==> src/hw/rtl/btt_pkg.sv <==
// Types, codes and helpers for the bucketed transposition table
package btt_pkg;

	localparam int SET_BITS_DEF = 10;
	localparam int WAYS_DEF     = 4;
	localparam int QUEUE_DEPTH  = 2;
	localparam int KEY_W        = 64;
	localparam int WORTH_W      = 12;

	localparam logic OP_LOOKUP = 1'b0;
	localparam logic OP_INSERT = 1'b1;

	localparam logic [1:0] BOUND_EXACT = 2'd0;

	localparam logic [2:0] ST_LOOKUP  = 3'd0;
	localparam logic [2:0] ST_NEW     = 3'd1;
	localparam logic [2:0] ST_UPDATED = 3'd2;
	localparam logic [2:0] ST_KEPT    = 3'd3;
	localparam logic [2:0] ST_REJECT  = 3'd4;

	typedef struct packed {
		logic               operation;
		logic [KEY_W-1:0]   key;
		logic [7:0]         depth_in;
		logic [9:0]         move_number;
		logic [1:0]         bound_in;
		logic signed [15:0] eval_in;
		logic               book_in;
	} item_t;

	typedef struct packed {
		logic  valid;
		item_t item;
	} head_t;

	typedef struct packed {
		logic [KEY_W-1:0]   key;
		logic [7:0]         depth;
		logic [9:0]         move;
		logic [1:0]         bound;
		logic signed [15:0] eval;
		logic               book;
	} entry_t;

	typedef struct packed {
		logic               found;
		logic signed [15:0] eval_out;
		logic [7:0]         depth_out;
		logic [1:0]         bound_out;
		logic               book_out;
		logic [2:0]         status;
	} rsp_t;

	typedef enum logic [1:0] {
		ENG_CLEAR,
		ENG_IDLE,
		ENG_EXEC
	} eng_state_t;

	function automatic logic [WORTH_W-1:0] worth(input logic policy, input logic [7:0] depth,
			input logic [9:0] move, input logic [1:0] bound);
		logic [WORTH_W-1:0] v;
		if (policy) begin
			v = {2'b00, depth, 2'b00} + {{(WORTH_W-1){1'b0}}, (bound == BOUND_EXACT)};
		end else begin
			v = {4'b0000, depth} + {1'b0, move, 1'b0};
		end
		return v;
	endfunction

endpackage

==> src/hw/rtl/btt_ifs.sv <==
// Request and response channel interfaces
interface btt_req_if;
	import btt_pkg::*;
	logic               valid;
	logic               ready;
	logic               operation;
	logic [KEY_W-1:0]   key;
	logic [7:0]         depth_in;
	logic [9:0]         move_number;
	logic [1:0]         bound_in;
	logic signed [15:0] eval_in;
	logic               book_in;
	modport source(output valid, operation, key, depth_in, move_number, bound_in, eval_in,
		book_in, input ready);
	modport sink(input valid, operation, key, depth_in, move_number, bound_in, eval_in,
		book_in, output ready);
endinterface


==> src/hw/rtl/btt_queue.sv <==
// Front end: accepts request transactions into a short queue
module btt_queue (
	input  logic           clk,
	input  logic           arst_n,
	btt_req_if.sink        req,
	output btt_pkg::head_t head,
	input  logic           pop
);
	import btt_pkg::*;

	localparam int PTR_W = (QUEUE_DEPTH > 1) ? $clog2(QUEUE_DEPTH) : 1;
	localparam int CNT_W = $clog2(QUEUE_DEPTH + 1);

	item_t            slot_q [QUEUE_DEPTH];
	logic [PTR_W-1:0] wr_ptr_q;
	logic [PTR_W-1:0] rd_ptr_q;
	logic [CNT_W-1:0] cnt_q;
	logic             push;
	logic             do_pop;
	item_t            in_item;

	assign req.ready = (cnt_q != CNT_W'(QUEUE_DEPTH));
	assign push      = req.valid && req.ready;
	assign do_pop    = pop && (cnt_q != '0);

	always_comb begin
		in_item.operation   = req.operation;
		in_item.key         = req.key;
		in_item.depth_in    = req.depth_in;
		in_item.move_number = req.move_number;
		in_item.bound_in    = req.bound_in;
		in_item.eval_in     = req.eval_in;
		in_item.book_in     = req.book_in;
	end

	assign head.valid = (cnt_q != '0);
	assign head.item  = slot_q[rd_ptr_q];

	always_ff @(posedge clk) begin
		if (push) begin
			slot_q[wr_ptr_q] <= in_item;
		end
	end

	always_ff @(posedge clk or negedge arst_n) begin
		if (!arst_n) begin
			wr_ptr_q <= '0;
			rd_ptr_q <= '0;
			cnt_q    <= '0;
		end else begin
			if (push) begin
				wr_ptr_q <= (wr_ptr_q == PTR_W'(QUEUE_DEPTH - 1)) ? '0 : wr_ptr_q + 1'b1;
			end
			if (do_pop) begin
				rd_ptr_q <= (rd_ptr_q == PTR_W'(QUEUE_DEPTH - 1)) ? '0 : rd_ptr_q + 1'b1;
			end
			cnt_q <= cnt_q + CNT_W'(push) - CNT_W'(do_pop);
		end
	end
endmodule

==> src/flat_wrapper.sv <==
// flat-port wrapper written by rule: the top's interface ports become plain ports
module btt_queue_flat import btt_pkg::*;
  (clk, arst_n, head, pop, req_valid, req_operation, req_key, req_depth_in, req_move_number, req_bound_in, req_eval_in, req_book_in, req_ready);
  btt_req_if req_i ();
  input  logic clk;
  input  logic arst_n;
  output btt_pkg::head_t head;
  input  logic pop;
  input wire logic [$bits(req_i.valid)-1:0] req_valid;
  input wire logic [$bits(req_i.operation)-1:0] req_operation;
  input wire logic [$bits(req_i.key)-1:0] req_key;
  input wire logic [$bits(req_i.depth_in)-1:0] req_depth_in;
  input wire logic [$bits(req_i.move_number)-1:0] req_move_number;
  input wire logic [$bits(req_i.bound_in)-1:0] req_bound_in;
  input wire logic [$bits(req_i.eval_in)-1:0] req_eval_in;
  input wire logic [$bits(req_i.book_in)-1:0] req_book_in;
  output wire logic [$bits(req_i.ready)-1:0] req_ready;
  assign req_i.valid = req_valid;
  assign req_i.operation = req_operation;
  assign req_i.key = req_key;
  assign req_i.depth_in = req_depth_in;
  assign req_i.move_number = req_move_number;
  assign req_i.bound_in = req_bound_in;
  assign req_i.eval_in = req_eval_in;
  assign req_i.book_in = req_book_in;
  assign req_ready = req_i.ready;
  btt_queue u_core (.clk(clk), .arst_n(arst_n), .req(req_i), .head(head), .pop(pop));
endmodule
==> config.mk <==
export PLATFORM = sky130hd
export DESIGN_NAME = btt_queue_flat
export DESIGN_NICKNAME = d
export VERILOG_FILES = /design/src/hw/rtl/btt_pkg.sv /design/src/hw/rtl/btt_ifs.sv /design/src/hw/rtl/btt_queue.sv /design/src/flat_wrapper.sv
export SDC_FILE = /design/constraint.sdc
export NUM_CORES = 1
export LEC_CHECK = 0
export BUFFER_PORTS_ARGS = -buffer_cell sky130_fd_sc_hd__buf_2
export CELL_PAD_IN_SITES_DETAIL_PLACEMENT = 0
export CELL_PAD_IN_SITES_GLOBAL_PLACEMENT = 1
export CORE_MARGIN = 2
export CORE_UTILIZATION = 49
export CTS_BUF_LIST = sky130_fd_sc_hd__clkbuf_4 sky130_fd_sc_hd__clkbuf_8
export CTS_CLUSTER_SIZE = 30
export DETAILED_ROUTE_END_ITERATION = 10
export PLACE_DENSITY_LB_ADDON = 0.25
export REMOVE_ABC_BUFFERS = 1
export SYNTH_ARGS = -nofsm -noshare
export SYNTH_HDL_FRONTEND = slang
export SYNTH_SLANG_ARGS = --single-unit
export TNS_END_PERCENT = 1
==> constraint.sdc <==
create_clock -name clk -period 8.1 [get_ports clk]
set_input_delay 1.62 -clock clk [delete_from_list [all_inputs] [get_ports clk]]
set_output_delay 1.62 -clock clk [all_outputs]
set_load 0.05 [all_outputs]
==> flow_metrics.py <==
metrics = {
    "clock_network": {
        "cts_buffers": 35,
        "post_cts_buffers": 0,
        "ctsHtreeMaxLevel": 2,
        "clock_latency_ns": 0.51,
        "ctsHoldBuffers": 0,
        "root_buffer": "clkbuf_8",
        "clk_pin_slew_worst_paths_ns": 0.06,
        "cts_resized": 0,
        "cts_tree": "built",
        "cts_sinks": 208,
        "clock_path_buffers": 3,
    },
    "route": {
        "dr.first_iter.drc_count": 206,
        "route.detailed.drc": 0,
        "viasPerCell": 4.954,
        "firstDrtPassIters": 4,
        "drt-total-wl_um": 13740,
        "vias": 3889,
        "ant_nets": 0,
        "wire_per_inst_um": 17.51,
    },
    "final_layout": {
        "fillers": 1105,
        "finalNonFillerCells": 785,
        "mostFrequentLayoutCells": "buf_2, edfxtp_1, mux2_2",
        "final_nets": 683,
        "final_common_cell": "buf_2",
        "final_layout_size_suffix_gt1_frac": 0.6147,
        "n_antenna_cell": 0,
        "postLayoutCoreUtil": 0.6226,
        "syn_to_final_growth_pct": 24.41,
    },
    "floorplanning": {
        "chipHeight_um": 128.4,
        "num_io_pins": 210,
        "fp.dieArea_sq_um": 16480,
        "core-area_sq_um": 15150,
        "start_util": 0.5005,
        "die_w_um": 128.4,
        "fp-row-count": 45,
    },
    "worst_setup_path": {
        "worst-path-max-fanout": 70,
        "r2r_start": "u_core.cnt_q[1]",
        "critPathRequiredTime_ns": 6.48,
        "timing.rr.end": "u_core.slot_q[0][3]",
        "path_class": "flip-flop to output pin",
        "cpPeakStageDelay_ns": 0.76,
        "cp_cell_sequence": "buf_4 > mux2_2 > buf_2",
        "r2r_slack_ns": 5.58,
        "start_kind": "flip-flop",
        "cp_data_arrival_time_ns": 2.74,
        "slowest_stage": "buf_4",
        "end_kind": "output pin",
        "reg2reg_depth": 5,
    },
    "pwr": {
        "p_seq_frac": 0.384,
        "p_clk_frac": 0.206,
        "pwr-share-comb": 0.410,
        "power.density_nw_per_um2": 429.8,
        "total_power_mw": 4.053,
        "netSwitchingFraction": 0.4162,
        "p_leak_nw": 3.573,
        "worst_ir_drop_vdd_mv": 0.3661,
        "power.switching_mw": 1.687,
        "p_int_mw": 2.366,
    },
    "global_route": {
        "met1_usage": 0.2025,
        "antenna_found_initial": 0,
        "grtUsageTotal": 0.1633,
        "grt_pass1_vias": 4042,
        "use_met3": 0.05738,
        "grtUsageMet2": 0.2606,
        "grt_max_degree": 71,
        "grt_pass1_wl_um": 20340,
        "busiest_layer": "met2",
        "grt_overflow": 0,
    },
    "synth": {
        "synth_area_sq_um": 7580,
        "synth_seq_area_share": 0.8214,
        "avgSynthCellArea_sq_um": 22.56,
        "syn_inst": 336,
        "ys_ff_latch": 208,
        "yosys_warnings": 0,
        "post_synth_num_cell_types": 16,
    },
    "sta": {
        "rsz0062_at_grt": "no",
        "timing.final.crit_share": 0.5383,
        "worst_pin_slew_ns": 0.9385,
        "period_needed_ns": 4.360,
        "setup_viol": 0,
        "tns_ns": 0,
        "final_hold_viol_count": 0,
        "skew_ns": 0.01061,
        "max_freq_mhz": 229.4,
        "drv_slew": 0,
        "slew-limit-headroom": 0.3743,
    },
    "place": {
        "dp.cells": 726,
        "port-buffer-count": 209,
        "place_hpwl_um": 8600,
        "place_congestion": 0.7194,
    },
    "hold_path": {
        "hold_end": "u_core.cnt_q[1]",
        "min_path_type": "flip-flop to flip-flop",
        "hold_path_depth": 1,
        "worstHoldStart": "u_core.cnt_q[1]",
    },
    "job": {
        "drv_cap": 0,
    },
    "run_status": {
        "outcome": "finished, final reports clean",
    },
}
sequential cells by signal, summed over array words and instances (netlist names):
signal / flops
u_core.rd_ptr_q: 1
u_core.cnt_q: 2
u_core.wr_ptr_q: 1
u_core.slot_q: 204
cells by family (layout without fill, tap and decap cells):
logic type	after synthesis	in the layout	share of synthesized area
xor+xnor	4	4	0.004623
fa+ha+maj	2	2	0.003301
buf+inv	14	275	0.01486
flops	208	208	0.8214
mux	102	102	0.1515
simple gates	6	6	0.004293
layout make-up:
class                   count  area (sq um)  share of cell area
clock inverters            16         70.07            0.007430
flip-flops and latches    208          6230              0.6606
repair buffers            213          1076              0.1141
inverters                   3         11.26            0.001194
well taps                 188         235.2             0.02494
clock buffers              43         554.3             0.05878
multi-input cells         114          1254              0.1329
power groups by stage:
stage / sequential [mW] / clock (mW) / combinational [mW]
6_report: 1.56 / 0.833 / 1.66
5_1_grt: 1.58 / 0.906 / 1.75
4_1_cts: 1.56 / 0.857 / 1.68
3_5_place_dp: 1.58 / 0 / 1.68
3_3_place_gp: 1.57 / 0 / 1.67
2_1_floorplan: 1.63 / 0 / 1.29
synth_stat cells:
library cell	count	area, sq um
and2_1	1	6.260
and3_1	1	6.260
buf_2	3	15.01
buf_4	1	7.510
buf_6	7	78.83
dfrtp_1	4	100.1
edfxtp_1	204	6126
ha_1	2	25.02
inv_1	3	11.26
mux2_2	102	1149
nand2_1	1	3.750
nand2b_1	1	6.260
nor2_1	1	3.750
or2_2	1	6.260
xnor2_1	3	26.28
xor2_1	1	8.760
worst max path at each step:
stage	slack (ns)	endpoint	cells after the start	start
3_3_place_gp	4.25	head[60]	3	u_core.rd_ptr_q
2_1_floorplan	1.56	u_core.slot_q[0][0]	2	req_valid
6_report	3.74	head[40]	3	u_core.rd_ptr_q
3_5_place_dp	4.24	head[60]	3	u_core.rd_ptr_q
5_1_grt	3.57	head[98]	3	u_core.rd_ptr_q
4_1_cts	3.69	head[78]	3	u_core.rd_ptr_q
routing by layer:
layer	vias up	part of all wire
met1	1900	0.42
met2	152	0.48
met3	22	0.084
met5	-	0
li1	1815	-
met4	0	0.019
metrics by stage:
step                      worst slack (ns)  instance area, sq um  hold slack (ns)
after global placement               4.254                  8806           0.4809
final                                3.740                  9430           0.5156
after global routing                 3.568                  9430           0.5636
after floorplan                      1.557                  7478           0.4597
after CTS                            3.689                  9430           0.5098
after detailed placement             4.245                  8806           0.4963
critical path: cells and delay by family, from the launching register on:
family	cells	cell delay [ns]
buffers and inverters	2	0.98
multiplexers	1	0.44
flip-flops	1	0.72
(Power assumes the default switching activity.)
